--- config.mk ---
export PLATFORM = sky130hd
export DESIGN_NAME = comment_string_space_skipper
export DESIGN_NICKNAME = d
export VERILOG_FILES = /design/src/design/css_pkg.sv /design/src/design/comment_string_space_skipper.sv /design/src/design/css_in_reg.sv /design/src/design/css_scan_core.sv /design/src/design/css_out_reg.sv
export VERILOG_INCLUDE_DIRS = /design/src /design/src/design
export SDC_FILE = /design/constraint.sdc
export NUM_CORES = 1
export LEC_CHECK = 0
export BUFFER_PORTS_ARGS = -buffer_cell sky130_fd_sc_hd__buf_2
export CAP_MARGIN = 20
export CORE_MARGIN = 5
export CORE_UTILIZATION = 50
export DETAILED_ROUTE_END_ITERATION = 8
export GPL_TIMING_DRIVEN = 0
export HOLD_SLACK_MARGIN = 0.02
export PLACE_DENSITY = 0.83
export SKIP_CTS_REPAIR_TIMING = 1
export SLEW_MARGIN = 20
export SYNTH_ARGS = -nofsm -noshare
export SYNTH_HDL_FRONTEND = slang
export SYNTH_SLANG_ARGS = --single-unit
--- constraint.sdc ---
create_clock -name clk -period 5.5 [get_ports clk]
set_input_delay 0.825 -clock clk [delete_from_list [all_inputs] [get_ports clk]]
set_output_delay 0.825 -clock clk [all_outputs]
set_load 0.005 [all_outputs]
--- src/design/assert_macros.svh ---
// Assertion macros shared by the skipper RTL.
// Needs signals clk and rst_n in the scope where a macro is used.
`ifndef ASSERT_MACROS_SVH
`define ASSERT_MACROS_SVH
`ifndef SYNTH
// Same-cycle implication, checked at each rising edge out of reset
`define ASSERT_IMPLY(lbl, ante, cons) \
    lbl: assert property (@(posedge clk) disable iff (!rst_n) (ante) |-> (cons)) \
        else $error("assertion failed: same-cycle implication");
// Next-cycle implication, checked at each rising edge out of reset
`define ASSERT_NEXT(lbl, ante, cons) \
    lbl: assert property (@(posedge clk) disable iff (!rst_n) (ante) |=> (cons)) \
        else $error("assertion failed: next-cycle implication");
`else
`define ASSERT_IMPLY(lbl, ante, cons)
`define ASSERT_NEXT(lbl, ante, cons)
`endif
`endif

--- src/design/css_pkg.sv ---
// Shared types and character constants for the comment/string/space skipper.
// No dependencies; used by every module of the block.
package css_pkg;

    localparam int BYTE_POS_WIDTH = 16;
    localparam int STOP_WIDTH     = 17;

    localparam logic [7:0] CH_SLASH  = 8'h2F;
    localparam logic [7:0] CH_STAR   = 8'h2A;
    localparam logic [7:0] CH_QUOTE  = 8'h22;
    localparam logic [7:0] CH_BSLASH = 8'h5C;
    localparam logic [7:0] CH_LF     = 8'h0A;
    localparam logic [7:0] CH_CR     = 8'h0D;
    localparam logic [7:0] CH_TAB    = 8'h09;
    localparam logic [7:0] CH_SPACE  = 8'h20;

    typedef enum logic [1:0] {
        MODE_NORMAL = 2'd0,
        MODE_LINE   = 2'd1,
        MODE_BLOCK  = 2'd2,
        MODE_STRING = 2'd3
    } scan_mode_t;

    typedef struct packed {
        logic [7:0]                data_byte;
        logic [7:0]                next_byte;
        logic [BYTE_POS_WIDTH-1:0] byte_position;
        logic                      first_byte;
        logic                      last_byte;
    } scan_item_t;

    typedef struct packed {
        logic [STOP_WIDTH-1:0] stop_position;
        logic                  found;
    } scan_result_t;

    // Control between the input stage and the scan core
    typedef struct packed {
        logic valid;  // input stage holds a byte
        logic take;   // byte leaves the input stage this cycle
    } stage_ctl_t;

    function automatic logic is_blank(input logic [7:0] c);
        return c inside {CH_SPACE, CH_LF, CH_CR, CH_TAB};
    endfunction

endpackage

--- src/design/comment_string_space_skipper.sv ---
// Comment, string and whitespace skipper, top level.
// Path: a byte is held in the input register stage, decoded by the scan core and
// its result held in the result register. Throughput: one byte per cycle while the
// result register has room; the mode register loop in the scan core updates once per byte with plain byte compares.
// Reset (rst_n, async low): pipeline empty, normal mode, scan idle until a
// first byte arrives. Depends on css_pkg, css_in_reg, css_scan_core, css_out_reg.
module comment_string_space_skipper #(
    parameter int POSITION_WIDTH = 16
) (
    input  logic        clk,
    input  logic        rst_n,
    input  logic        in_valid,
    output logic        in_ready,
    input  logic [7:0]  data_byte,
    input  logic [7:0]  next_byte,
    input  logic [15:0] byte_position,
    input  logic        first_byte,
    input  logic        last_byte,
    output logic        out_valid,
    input  logic        out_ready,
    output logic [16:0] stop_position,
    output logic        found
);

    css_pkg::scan_item_t   in_item;
    css_pkg::scan_item_t   stage_item;
    css_pkg::stage_ctl_t   stage_ctl;
    css_pkg::scan_result_t core_result;
    css_pkg::scan_result_t out_result;
    logic                  core_res_valid;
    logic                  out_free;

    // Gather the input fields into one transaction
    assign in_item.data_byte     = data_byte;
    assign in_item.next_byte     = next_byte;
    assign in_item.byte_position = byte_position;
    assign in_item.first_byte    = first_byte;
    assign in_item.last_byte     = last_byte;

    css_in_reg u_in_reg (
        .clk             (clk),
        .rst_n           (rst_n),
        .in_valid        (in_valid),
        .in_ready        (in_ready),
        .in_item         (in_item),
        .downstream_free (out_free),
        .ctl             (stage_ctl),
        .item            (stage_item)
    );

    css_scan_core #(
        .POSITION_WIDTH (POSITION_WIDTH)
    ) u_scan_core (
        .clk       (clk),
        .rst_n     (rst_n),
        .ctl       (stage_ctl),
        .item      (stage_item),
        .res_valid (core_res_valid),
        .result    (core_result)
    );

    css_out_reg u_out_reg (
        .clk         (clk),
        .rst_n       (rst_n),
        .load        (stage_ctl.take && core_res_valid),
        .load_result (core_result),
        .free        (out_free),
        .out_valid   (out_valid),
        .out_ready   (out_ready),
        .result      (out_result)
    );

    assign stop_position = out_result.stop_position;
    assign found         = out_result.found;

endmodule

--- src/design/css_in_reg.sv ---
// Input register stage: holds one accepted byte transaction for the scan core.
// Depends on css_pkg.
module css_in_reg (
    input  logic                   clk,
    input  logic                   rst_n,
    input  logic                   in_valid,
    output logic                   in_ready,
    input  css_pkg::scan_item_t    in_item,
    input  logic                   downstream_free,
    output css_pkg::stage_ctl_t    ctl,
    output css_pkg::scan_item_t    item
);

    logic                valid_reg;
    logic                valid_next;
    css_pkg::scan_item_t item_reg;
    logic                take;
    logic                load;

    // Advance the held byte whenever the result side has room
    assign take     = valid_reg && downstream_free;
    assign in_ready = !valid_reg || downstream_free;
    assign load     = in_valid && in_ready;

    always_comb
    begin
        valid_next = valid_reg;
        if (load)
        begin
            valid_next = 1'b1;
        end
        else if (take)
        begin
            valid_next = 1'b0;
        end
    end

    always_ff @(posedge clk or negedge rst_n)
    begin
        if (!rst_n)
        begin
            valid_reg <= 1'b0;
        end
        else
        begin
            valid_reg <= valid_next;
        end
    end

    // Capture payload on accept
    always_ff @(posedge clk)
    begin
        if (load)
        begin
            item_reg <= in_item;
        end
    end

    assign ctl.valid = valid_reg;
    assign ctl.take  = take;
    assign item      = item_reg;

endmodule

--- src/design/css_scan_core.sv ---
// Scan core: mode register, previous-byte register and done flag, plus the
// per-byte decode that produces at most one result. Depends on css_pkg and
// assert_macros.svh.
`include "assert_macros.svh"
module css_scan_core #(
    parameter int POSITION_WIDTH = 16
) (
    input  logic                  clk,
    input  logic                  rst_n,
    input  css_pkg::stage_ctl_t   ctl,
    input  css_pkg::scan_item_t   item,
    output logic                  res_valid,
    output css_pkg::scan_result_t result
);

    localparam int          EXT_WIDTH = 33;
    localparam logic [EXT_WIDTH-1:0] POS_MASK =
        (EXT_WIDTH'(1) << POSITION_WIDTH) - EXT_WIDTH'(1);
    localparam logic [EXT_WIDTH-1:0] END_MASK =
        (EXT_WIDTH'(1) << (POSITION_WIDTH + 1)) - EXT_WIDTH'(1);

    css_pkg::scan_mode_t mode_reg;
    css_pkg::scan_mode_t mode_next;
    logic [7:0]          prev_reg;
    logic [7:0]          prev_next;
    logic                done_reg;
    logic                done_next;

    css_pkg::scan_mode_t mode_start;
    css_pkg::scan_mode_t mode_after;
    logic                active;
    logic                hit;
    logic                pos_zero;
    logic [EXT_WIDTH-1:0] pos_m;
    logic [EXT_WIDTH-1:0] end_pos;

    // Position masked to the configured width, and the one-past-end value
    assign pos_m    = EXT_WIDTH'(item.byte_position) & POS_MASK;
    assign end_pos  = (pos_m + EXT_WIDTH'(1)) & END_MASK;
    assign pos_zero = (pos_m == '0);

    // A first byte restarts in normal mode; otherwise bytes count only mid-scan
    assign active     = item.first_byte || !done_reg;
    assign mode_start = item.first_byte ? css_pkg::MODE_NORMAL : mode_reg;

    // Decode one byte against the current mode
    always_comb
    begin
        mode_after = mode_start;
        hit        = 1'b0;
        case (mode_start)
            css_pkg::MODE_LINE:
            begin
                if (!pos_zero && item.data_byte == css_pkg::CH_LF)
                begin
                    mode_after = css_pkg::MODE_NORMAL;
                end
            end
            css_pkg::MODE_BLOCK:
            begin
                if (!pos_zero && prev_reg == css_pkg::CH_STAR
                    && item.data_byte == css_pkg::CH_SLASH)
                begin
                    mode_after = css_pkg::MODE_NORMAL;
                end
            end
            css_pkg::MODE_STRING:
            begin
                // escaped quote stays inside the string, except at position zero
                if (item.data_byte == css_pkg::CH_QUOTE
                    && (pos_zero || prev_reg != css_pkg::CH_BSLASH))
                begin
                    mode_after = css_pkg::MODE_NORMAL;
                end
            end
            default:
            begin
                if (item.data_byte == css_pkg::CH_QUOTE)
                begin
                    mode_after = css_pkg::MODE_STRING;
                end
                else if (!item.last_byte && item.data_byte == css_pkg::CH_SLASH
                         && item.next_byte == css_pkg::CH_SLASH)
                begin
                    mode_after = css_pkg::MODE_LINE;
                end
                else if (!item.last_byte && item.data_byte == css_pkg::CH_SLASH
                         && item.next_byte == css_pkg::CH_STAR)
                begin
                    mode_after = css_pkg::MODE_BLOCK;
                end
                else
                begin
                    hit = !css_pkg::is_blank(item.data_byte);
                end
            end
        endcase
    end

    // Next state: update only when a byte leaves the input stage mid-scan
    always_comb
    begin
        mode_next = mode_reg;
        prev_next = prev_reg;
        done_next = done_reg;
        if (ctl.take && active)
        begin
            mode_next = mode_after;
            prev_next = item.data_byte;
            done_next = hit || item.last_byte;
        end
    end

    always_ff @(posedge clk or negedge rst_n)
    begin
        if (!rst_n)
        begin
            mode_reg <= css_pkg::MODE_NORMAL;
            prev_reg <= 8'h00;
            done_reg <= 1'b1;
        end
        else
        begin
            mode_reg <= mode_next;
            prev_reg <= prev_next;
            done_reg <= done_next;
        end
    end

    // Outputs: found position, or one past the final byte
    always_comb
    begin
        res_valid = ctl.valid && active && (hit || item.last_byte);
        result.found = hit;
        if (hit)
        begin
            result.stop_position = pos_m[css_pkg::STOP_WIDTH-1:0];
        end
        else
        begin
            result.stop_position = end_pos[css_pkg::STOP_WIDTH-1:0];
        end
    end

    `ASSERT_IMPLY(a_res_needs_byte, res_valid, ctl.valid)
    `ASSERT_NEXT(a_done_after_result, ctl.take && res_valid, done_reg)
    `ASSERT_IMPLY(a_last_ends_scan, ctl.valid && item.last_byte && active, res_valid)
    `ASSERT_NEXT(a_no_state_when_idle, ctl.take && !active, $stable(prev_reg) && done_reg)

endmodule

--- src/design/css_out_reg.sv ---
// Result register: holds one result transaction until the consumer takes it.
// Depends on css_pkg.
module css_out_reg (
    input  logic                  clk,
    input  logic                  rst_n,
    input  logic                  load,
    input  css_pkg::scan_result_t load_result,
    output logic                  free,
    output logic                  out_valid,
    input  logic                  out_ready,
    output css_pkg::scan_result_t result
);

    logic                  valid_reg;
    logic                  valid_next;
    css_pkg::scan_result_t result_reg;

    // Room for a new result when empty or being drained this cycle
    assign free = !valid_reg || out_ready;

    always_comb
    begin
        valid_next = valid_reg;
        if (load)
        begin
            valid_next = 1'b1;
        end
        else if (out_ready)
        begin
            valid_next = 1'b0;
        end
    end

    always_ff @(posedge clk or negedge rst_n)
    begin
        if (!rst_n)
        begin
            valid_reg <= 1'b0;
        end
        else
        begin
            valid_reg <= valid_next;
        end
    end

    always_ff @(posedge clk)
    begin
        if (load)
        begin
            result_reg <= load_result;
        end
    end

    assign out_valid = valid_reg;
    assign result    = result_reg;

endmodule

==> summary.md, run 1 <==
| Metric | Value |
|---|---|
| Outcome | complete, no violations |
| CTS tree | yes |
| ANT cells | 0 |
| Top FF cell, synth | edfxtp_1 |
| Register bit total from synthesis | 65 |
| Pin count of the biggest net entering global routing | 35 |
| Max-Cap Viols | 0 |
| Commonest non-fill, non-tap cells in the layout | buf_2, edfxtp_1, xor2_1 |
| Crit path DAT | 2.85 ns |
| Nets | 294 |
| Critical path peak fanout | 18 |
| Port Buffer Count | 57 |
| Crit path time final | 2.89 ns |
| Worst Skew | 0.0101 ns |
| Post-DP HPWL | 3.46 mm |
| Worst vdd ir | 0.239 mV |
| Hold WC Path Type | input port to asynchronous set/reset pin |
| Avg Cell Area, Syn | 14.8 um^2 |
| DIE AREA | 7100 um^2 |
| Number of CTS-inserted buffers | 9 |
| Layout cell share with drive strength beyond 1 | 35.5% |
| Final hold vios | 0 |
| Clock slew at reported path FFs | 0.07 ns |
| Worst-Margin Slew | 0.809 ns |
| Die height | 84.3 um |
| Die X | 84.3 um |
| Antenna Nets Post-Route | 0 |
| Fin crit share | 52.6% |
| Synth top area cells | edfxtp_1, dfrtp_1, xor2_1, mux2_2, a211oi_1 |
| Setup TNS Final | 0 ns |
| RR Startpoint | u_in_reg.item[29] |
| Worst skew pair latency | 0.34 ns |
| Slew Viols, Final | 0 |
| Crit path launch | u_in_reg.item[29] |
| Vias in the first global route | 1,659 |
| Post-synth ARST share | 20.0% |
| Cell Pwr Density | 401 nW/um^2 |
| Drt first-iter violations | 77 |
| CTS Sinks | 65 |
| Relative slew margins | 46.0% |
| Max reg flops | 34 |
| Vias | 1,698 |
| Vias/cell | 5.13 |
| LEAKAGE | 1.28 nW |
| # DRC | 0 |
| Tot GR Track Use | 14.1% |
| Post-synthesis net count | 226 |
| Core ar. | 5440 um^2 |
| Mapped cell area | 2760 um^2 |
| GP Congestion | 0.855 |
| Seq/Total Area, Yosys | 68.4% |
| H-tree depth | 3 |
| CP Class | flop to flop |
| Post-layout util | 61.6% |
| GR Overflow Total | 0 |
| Post-synth EDFFs | 52 |
| Area share of the largest cell type after synthesis | 56.6% |
| Final setup fails | 0 |
| Drt pass-1 iters | 4 |
| Maximum clock path buffer count | 2 |
| Cells after Synth | 186 |
| Max Fclk | 346 MHz |
| # IOs | 58 |
| Initial antenna violation count | 0 |
| Rows | 27 |
| Ys Warns | 0 |
| Clock root buffer | clkbuf_8 |
| Crit end category | flop |
| First-pass GRT wire length | 7.76 mm |
| Launching element type of the critical path | flop |
| Final WL | 4.59 mm |
| Routed len/inst | 13.9 um |
| Area leader, netlist | edfxtp_1 |
| Initial Utilization | 50.7% |
| Req. time, crit path | 5.46 ns |
| RSZ-0062 raised after global routing | false |
| Distinct cell type count after synthesis | 43 |
| Area Growth Syn to Fin | 21.4% |
| Commonest non-fill, non-tap cell in the layout | buf_2 |
==> per-layer routing <==
layer | part of all wire [%] | wire length, um | up-vias | global-route usage, %
met1 | 43 | 1980 | 783 | 17.8
li1 | - | - | 866 | -
met2 | 48 | 2210 | 44 | 21.2
met4 | 1.3 | 60 | 0 | 7.46
met5 | 0 | 0 | - | 0
met3 | 7.3 | 334 | 5 | 5.00
==> power breakdown <==
group | total [mW] | switching, mW | leakage, nW | internal (mW)
logic | 0.215 | 0.114 | 0.520 | 0.102
registers | 0.710 | 0.0587 | 0.651 | 0.651
clock network | 0.418 | 0.165 | 0.106 | 0.253
==> cell families after synthesis <==
family                   Yosys count  share of synthesized area (%)
AO/OA/AOI/OAI                     28                           7.21
XOR/XNOR                          16                           5.08
adder cells (fa/ha/maj)            2                          0.907
buffers and inverters              7                          0.998
flip-flops                        65                           68.4
multiplexers                       9                           3.67
AND/OR/NAND/NOR                   59                           13.7
==> synthesized netlist by cell type, types with 2 or more instances <==
master / n
xor2_1: 14
inv_1: 4
nor4_1: 2
xnor2_1: 2
edfxtp_1: 52
nor3_1: 5
nor4b_1: 3
dfrtp_1: 12
mux2_2: 9
nor2_1: 5
o31ai_1: 2
a21oi_1: 8
nor3b_1: 3
nand2b_1: 3
nor4bb_1: 2
a211oi_1: 6
nand3b_1: 3
nand2_1: 9
and4bb_2: 2
clkbuf_1: 2
o21ai_0: 3
and4_1: 3
nand3_1: 8
ha_1: 2
nand4_1: 4
==> per-stage QoR <==
stage | worst slack [ns] | power, mW | hold slack [ns] | instances | cell area, um^2
2_1_floorplan | 2.85 | 0.851 | 0.461 | 186 | 2760
3_3_place_gp | 2.29 | 0.929 | 0.469 | 315 | 3130
3_5_place_dp | 2.64 | 0.939 | 0.487 | 315 | 3140
4_1_cts | 2.62 | 1.36 | 0.355 | 331 | 3350
5_1_grt | 2.39 | 1.42 | 0.364 | 331 | 3350
6_report | 2.61 | 1.34 | 0.361 | 331 | 3350
==> final timing paths <==
check                           slack [ns]  cells after the start                      end
worst min-delay path                  0.36                      1  u_scan_core.prev_reg[4]
worst min register to register        0.49                      2     u_scan_core.done_reg
max in group asynchronous             4.85                      1     u_scan_core.done_reg
min in group clk                      0.49                      2     u_scan_core.done_reg
worst max-delay path                  2.61                      5      u_out_reg.result[7]
worst max register to register        2.61                      5      u_out_reg.result[7]
==> worst max-delay path, stage by stage, from the launching register on <==
cell and delay (ns):
edfxtp_1 0.48, and4bb_2 0.27, o21ai_1 0.48, clkbuf_1 0.41
a21oi_1 0.20, nor2_2 0.66
==> layout make-up <==
class                      count  area (um^2)
inverter                       4         15.0
multi-input combinational    114          847
buffer                         3         12.5
tap                           72         90.1
clock buffer                  10          128
timing repair buffer          57          285
sequential                    65         1890
fill                         425         2090
clock inverter                 6         82.6
(Power assumes the default switching activity.)
==> run 2: changes to the inputs <==
--- a/config.mk
+++ b/config.mk
@@ -6,6 +6,7 @@
 export SDC_FILE = /design/constraint.sdc
 export NUM_CORES = 1
 export LEC_CHECK = 0
+export ABC_AREA = 1
 export BUFFER_PORTS_ARGS = -buffer_cell sky130_fd_sc_hd__buf_2
 export CAP_MARGIN = 20
 export CORE_MARGIN = 5
@@ -13,7 +14,7 @@
 export DETAILED_ROUTE_END_ITERATION = 8
 export GPL_TIMING_DRIVEN = 0
 export HOLD_SLACK_MARGIN = 0.02
-export PLACE_DENSITY = 0.83
+export PLACE_DENSITY = 0.82
 export SKIP_CTS_REPAIR_TIMING = 1
 export SLEW_MARGIN = 20
 export SYNTH_ARGS = -nofsm -noshare
==> constraint.sdc (replaced) <==
create_clock -name clk -period 2.7 [get_ports clk]
set_input_delay 0.405 -clock clk [delete_from_list [all_inputs] [get_ports clk]]
set_output_delay 0.405 -clock clk [all_outputs]
set_load 0.005 [all_outputs]
==> summary.md, run 2 <==
| Metric | Value |
|---|---|
| Post-DP HPWL | 4.24 mm (was 3.46 mm) |
| Final hold vios | 0 (unchanged) |
| Crit path DAT | 2.12 ns (was 2.85 ns) |
| Commonest non-fill, non-tap cell in the layout | nand2_1 (was buf_2) |
| Relative slew margins | 54.2% (was 46.0%) |
| Max reg flops | 34 (unchanged) |
| CTS tree | yes (unchanged) |
| H-tree depth | 3 (unchanged) |
| Layout cell share with drive strength beyond 1 | 21.0% (was 35.5%) |
| RSZ-0062 raised after global routing | false (unchanged) |
| Fillers | 479 (was 425) |
| Synth cell count leaders | nand2_1, edfxtp_1, inv_1 (was edfxtp_1, xor2_1, dfrtp_1) |
| Commonest non-fill, non-tap cells in the layout | nand2_1, buf_2, edfxtp_1 (was buf_2, edfxtp_1, xor2_1) |
| Worst Setup EP | u_out_reg.result[12] (was u_out_reg.result[7]) |
| Worst Skew | 0.00642 ns (was 0.0101 ns) |
| Area share of the largest cell type after synthesis | 52.0% (was 56.6%) |
| Max Fclk | 463 MHz (was 346 MHz) |
| # DRC | 0 (unchanged) |
| Final WL | 5.56 mm (was 4.59 mm) |
| Initial antenna violation count | 0 (unchanged) |
| CP Class | flop to flop (unchanged) |
| Hold WC Path Type | input port to flop (was input port to asynchronous set/reset pin) |
| Port Buffer Count | 57 (unchanged) |
| Cell Pwr Density | 789 nW/um^2 (was 401 nW/um^2) |
| Post-synth EDFFs | 52 (unchanged) |
| Initial Utilization | 51.0% (was 50.7%) |
| Setup TNS Final | 0 ns (unchanged) |
| Area Growth Syn to Fin | 18.0% (was 21.4%) |
| R2r setup slk | 0.54 ns (was 2.61 ns) |
| Avg Cell Area, Syn | 9.65 um^2 (was 14.8 um^2) |
| Drt first-iter violations | 102 (was 77) |
| Vias in the first global route | 2,060 (was 1,659) |
| Most frequent cell after synthesis | nand2_1 (was edfxtp_1) |
| Maximum clock path buffer count | 2 (unchanged) |
| Core ar. | 5890 um^2 (was 5440 um^2) |
| GR Overflow Total | 0 (unchanged) |
| Worst skew pair latency | 0.33 ns (was 0.34 ns) |
| CTS Sinks | 65 (unchanged) |
| Cells after Synth | 311 (was 186) |
| Crit path time final | 2.16 ns (was 2.89 ns) |
| Mapped cell area | 3000 um^2 (was 2760 um^2) |
| Seq/Total Area, Yosys | 62.9% (was 68.4%) |
| Max-Cap Viols | 0 (unchanged) |
| Crit path launch | u_scan_core.mode_reg[0] (was u_in_reg.item[29]) |
| Post-synth ARST share | 20.0% (unchanged) |
| Drt pass-1 iters | 4 (unchanged) |
| Antenna Nets Post-Route | 0 (unchanged) |
| Final setup fails | 0 (unchanged) |
| Req. time, crit path | 2.66 ns (was 5.46 ns) |
| ANT cells | 0 (unchanged) |
| RR Startpoint | u_scan_core.mode_reg[0] (was u_in_reg.item[29]) |
| Vias/cell | 4.84 (was 5.13) |
| Critical path peak fanout | 18 (unchanged) |
| Worst vdd ir | 0.455 mV (was 0.239 mV) |
| Pin count of the biggest net entering global routing | 35 (unchanged) |
| Worst-Margin Slew | 0.685 ns (was 0.809 ns) |
| Outcome | complete, no violations (unchanged) |
| Clock slew at reported path FFs | 0.07 ns (about the same) |
| Rows | 28 (was 27) |
| Area of the multi-input gates | 902 um^2 (was 847 um^2) |
| Area leader, netlist | edfxtp_1 (unchanged) |
| Top FF cell, synth | edfxtp_1 (unchanged) |
| GP Congestion | 0.902 (was 0.855) |
| Clock root buffer | clkbuf_8 (unchanged) |
| Crit end category | flop (unchanged) |
| Launching element type of the critical path | flop (unchanged) |
| Ys Warns | 0 (unchanged) |
| Number of CTS-inserted buffers | 9 (unchanged) |
| Vias | 2,228 (was 1,698) |
| Register bit total from synthesis | 65 (unchanged) |
| Nets | 420 (was 294) |
| Fin crit share | 80.0% (was 52.6%) |
| Distinct cell type count after synthesis | 22 (was 43) |
| Synth top area cells | edfxtp_1, nand2_1, dfrtp_1, inv_1, nor2_1 (was edfxtp_1, dfrtp_1, xor2_1, mux2_2, a211oi_1) |
| Routed len/inst | 12.1 um (was 13.9 um) |
| WHS | 0.243 ns (was 0.361 ns) |
| Die X | 87.5 um (was 84.3 um) |
| Slew Viols, Final | 0 (unchanged) |
| R2R Path End | u_out_reg.result[12] (was u_out_reg.result[7]) |
| # IOs | 58 (unchanged) |
| Tot GR Track Use | 15.7% (was 14.1%) |
| Die height | 87.5 um (was 84.3 um) |
| LEAKAGE | 1.61 nW (was 1.28 nW) |
| Post-synthesis net count | 351 (was 226) |
| FF-to-FF path depth | 10 (was 5) |
| First-pass GRT wire length | 9.16 mm (was 7.76 mm) |
| Sequential cell area | 1890 um^2 (unchanged) |
| DIE AREA | 7650 um^2 (was 7100 um^2) |
-- run 2: changes by cell type after synthesis, moves of 4 or more --
cell,change
a211oi_1,-6
nand2_1,+78
a21oi_1,-8
nor2_1,+31
o21ai_0,+15
inv_1,+41
nand3_1,+8
mux2_2,-9
xor2_1,-4
-- run 2: worst max-delay path: stages (launching register included) --
cell and delay [ns]:
dfrtp_1 0.38, inv_1 0.09, nor2_1 0.06, nor2_1 0.16
nand2_1 0.08, nor2_1 0.14, nand3_2 0.10, buf_6 0.16
nand2_1 0.06, nand2_1 0.07, inv_1 0.49
-- run 2: report_power, final --
group          switching [mW]  internal (mW)  total, mW  leakage, nW
logic                   0.423          0.245      0.668        0.873
clock network           0.333          0.317      0.650       0.0800
registers               0.112           1.37       1.48        0.657
-- run 2: cells by family after synthesis --
group           count (synthesis)  synth area share [%]
simple gates                  159                  22.3
flops                          65                  62.9
buf+inv                        52                  7.04
compound gates                 23                  4.00
xor+xnor                       10                  2.92
fa+ha+maj                       2                 0.834
-- run 2: area by class of cell --
type | count | area share [%]
flip-flops and latches | 65 | 53.3
multi-input cells | 194 | 25.5
repair buffers | 58 | 8.33
inverters | 47 | 4.98
clock buffers | 10 | 3.60
well taps | 75 | 2.65
plain buffers | 5 | 0.989
clock inverters | 6 | 0.706
-- run 2: worst min path at each step --
stage            startpoint                       to  slack, ns  cells past startpoint
5_1_grt        data_byte[5]        u_in_reg.item[31]       0.22                      1
3_3_place_gp          rst_n  u_scan_core.prev_reg[6]       0.30                      1
4_1_cts               rst_n  u_scan_core.prev_reg[3]      -0.06                      1
6_report       data_byte[5]        u_in_reg.item[31]       0.24                      1
2_1_floorplan         rst_n       u_in_reg.valid_reg       0.11                      0
3_5_place_dp          rst_n  u_scan_core.prev_reg[7]       0.30                      1
-- run 2: metal layers --
metal  wire (um)  vias up  GRT usage, %
met4          89        0          6.83
met1        2610     1000          21.6
met5           0        -             0
met2        2390       75          22.4
li1            -     1144             -
met3         459        9          5.39
-- run 2: stage by stage --
stage / area (um^2) / instances / power (mW) / util (%) / worst slack (ns)
6_report: 3540 / 460 / 2.80 / 60.2 / 0.540
5_1_grt: 3540 / 460 / 2.99 / 60.2 / 0.323
4_1_cts: 3530 / 459 / 2.82 / 60.0 / 0.538
3_5_place_dp: 3380 / 443 / 2.16 / 57.4 / 0.555
3_3_place_gp: 3380 / 443 / 2.13 / 57.4 / 0.615
2_1_floorplan: 3000 / 311 / 1.92 / - / 0.806
==> run 3: changes to the inputs <==
==> constraint.sdc (replaced) <==
create_clock -name clk -period 2.2 [get_ports clk]
set_input_delay 0.33 -clock clk [delete_from_list [all_inputs] [get_ports clk]]
set_output_delay 0.33 -clock clk [all_outputs]
set_load 0.005 [all_outputs]
==> summary.md, run 3 (synthesis results as in run 2) <==
| Metric | Value |
|---|---|
| CP Class | flop to flop (unchanged) |
| Commonest non-fill, non-tap cell in the layout | nand2_1 (unchanged) |
| Worst-Margin Slew | 0.684 ns (was 0.685 ns) |
| Vias | 2,243 (was 2,228) |
| WHS | 0.169 ns (was 0.243 ns) |
| Core ar. | 5890 um^2 (unchanged) |
| RSZ-0062 raised after global routing | false (unchanged) |
| Worst skew pair latency | 0.33 ns (about the same) |
| Min setup slack post-route | 0.182 ns (was 0.540 ns) |
| Relative slew margins | 54.3% (was 54.2%) |
| CP Buf/Inv Count | 4 (was 3) |
| Crit path largest cell delay | 0.53 ns (was 0.49 ns) |
| Drt pass-1 iters | 4 (unchanged) |
| Clock power frac | 23.0% (was 23.2%) |
| Area Growth Syn to Fin | 18.8% (was 18.0%) |
| LEAKAGE | 1.61 nW (about the same) |
| Initial Utilization | 51.0% (unchanged) |
| Rows | 28 (unchanged) |
| Die height | 87.5 um (unchanged) |
| Critical path peak fanout | 18 (unchanged) |
| H-tree depth | 3 (unchanged) |
| R2R Path End | u_out_reg.result[12] (unchanged) |
| Req. time, crit path | 2.29 ns (was 2.66 ns) |
| Final cell count without fillers | 461 (was 460) |
| Maximum clock path buffer count | 2 (unchanged) |
| Crit path cell chain | inv_1, o211ai_1, inv_1, nand2_1, clkinvlp_4, buf_12 (was inv_1, nor2_1, nor2_1, nand2_1, nor2_1, nand3_2, buf_6, nand2_1, nand2_1, inv_1) |
| # IOs | 58 (unchanged) |
| Slew Viols, Final | 0 (unchanged) |
| Worst vdd ir | 0.558 mV (was 0.455 mV) |
| Max Fclk | 495 MHz (was 463 MHz) |
| Placed cells | 443 (unchanged) |
| # DRC | 0 (unchanged) |
| Sequential Power Share | 52.4% (was 52.9%) |
| Final setup fails | 0 (unchanged) |
| Nets | 421 (was 420) |
| Vias in the first global route | 2,060 (unchanged) |
| Port Buffer Count | 57 (unchanged) |
| Max reg flops | 34 (unchanged) |
| Hold WC Path Type | input port to flop (unchanged) |
| GR Overflow Total | 0 (unchanged) |
| WHS Path Cells | 1 (unchanged) |
| GP Congestion | 0.902 (unchanged) |
| CTS tree | yes (unchanged) |
| R2r setup slk | 0.18 ns (was 0.54 ns) |
| Clock slew at reported path FFs | 0.07 ns (about the same) |
| Setup TNS Final | 0 ns (unchanged) |
| Crit path launch | u_scan_core.done_reg (was u_scan_core.mode_reg[0]) |
| Critical-path top delay cell | dfstp_2 (was inv_1) |
| Worst Setup EP | u_out_reg.result[12] (unchanged) |
| Total power | 3.46 mW (was 2.80 mW) |
| Routed len/inst | 12.0 um (was 12.1 um) |
| Vias/cell | 4.87 (was 4.84) |
| Commonest non-fill, non-tap cells in the layout | nand2_1, buf_2, edfxtp_1 (unchanged) |
| Die X | 87.5 um (unchanged) |
| Tot GR Track Use | 15.7% (unchanged) |
| Most used cell, CP | inv_1 |
| Layout cell share with drive strength beyond 1 | 21.5% (was 21.0%) |
| Cell Pwr Density | 971 nW/um^2 (was 789 nW/um^2) |
| Pre-CTS worst setup slack | 0.0547 ns (was 0.555 ns) |
| FF-to-FF path depth | 6 (was 10) |
| Psw | 1.07 mW (was 867 uW) |
| Drt first-iter violations | 155 (was 102) |
| Antenna Nets Post-Route | 0 (unchanged) |
| Pin count of the biggest net entering global routing | 35 (unchanged) |
| Int Power | 2.39 mW (was 1.93 mW) |
| CTS Sinks | 65 (unchanged) |
| Family with the most delay on the worst path | buffers and inverters (unchanged) |
| Crit path time final | 2.02 ns (was 2.16 ns) |
| Final WL | 5.56 mm (unchanged) |
| Post-DP HPWL | 4.24 mm (unchanged) |
| DIE AREA | 7650 um^2 (unchanged) |
| Fin crit share | 91.7% (was 80.0%) |
| Switching part of the total | 30.9% (was 31.0%) |
| Clock root buffer | clkbuf_8 (unchanged) |
| Final hold vios | 0 (unchanged) |
| RR Startpoint | u_scan_core.done_reg (was u_scan_core.mode_reg[0]) |
| ANT cells | 0 (unchanged) |
| Worst path depth | 6 (was 10) |
| Max-Cap Viols | 0 (unchanged) |
| Comb power frac | 24.6% (was 23.9%) |
| Number of CTS-inserted buffers | 9 (unchanged) |
| Crit end category | flop (unchanged) |
| First-pass GRT wire length | 9.16 mm (unchanged) |
| Initial antenna violation count | 0 (unchanged) |
| Crit path DAT | 2.11 ns (was 2.12 ns) |
| Outcome | complete, no violations (unchanged) |
| Launching element type of the critical path | flop (unchanged) |
| Worst Skew | 0.00567 ns (was 0.00642 ns) |
## run 3: cell count changes in the layout (fill, tap and decap cells not counted), sizes merged
cell,delta
buf,+1
clkinvlp,+1
inv,-1
## run 3: final cells by class
cell class                      count  area (um^2)
Tap cell                           75         93.8
Timing Repair Buffer               59          315
Inverter                           47          180
Clock buffer                       10          128
Sequential cell                    65         1890
Fill cell                         474         2320
Multi-Input combinational cell    194          902
Clock inverter                      6         25.0
Buffer                              5         35.0
## run 3: power by group through the flow
stage	sequential [mW]	combinational [mW]	clock [mW]
final	1.81	0.852	0.797
after global routing	1.85	0.982	0.875
after CTS	1.82	0.820	0.819
after detailed placement	1.84	0.817	0
after global placement	1.83	0.783	0
after floorplan	1.82	0.532	0
## run 3: worst register-to-register path, stage by stage (launching register included)
cell,delay [ns]
dfstp_2,0.53
inv_1,0.05
o211ai_1,0.48
inv_1,0.24
nand2_1,0.20
clkinvlp_4,0.12
buf_12,0.16
## run 3: worst min path at each step
stage                 startpoint                 endpoint  slack [ns]
global route        data_byte[5]        u_in_reg.item[31]        0.15
global placement           rst_n  u_scan_core.prev_reg[6]        0.22
floorplan                  rst_n       u_in_reg.valid_reg        0.03
detailed placement         rst_n  u_scan_core.prev_reg[7]        0.23
CTS                        rst_n  u_scan_core.prev_reg[3]       -0.14
finish              data_byte[5]        u_in_reg.item[31]        0.17
## run 3: through the flow
| stage | util [%] | cell area [um^2] |
|---|---|---|
| finish | 60.6 | 3570 |
| global route | 60.6 | 3570 |
| CTS | 60.0 | 3530 |
| detailed placement | 57.4 | 3380 |
| global placement | 57.4 | 3380 |
| floorplan | - | 3000 |
## run 3: per-layer routing
layer	vias to the layer above	share of wire, %	global-route usage, %	wire, um
met5	-	0	0	0
met4	0	1.6	6.83	91
met3	9	8.4	5.39	466
met2	77	44	22.4	2420
met1	1009	46	21.6	2580
li1	1148	-	-	-
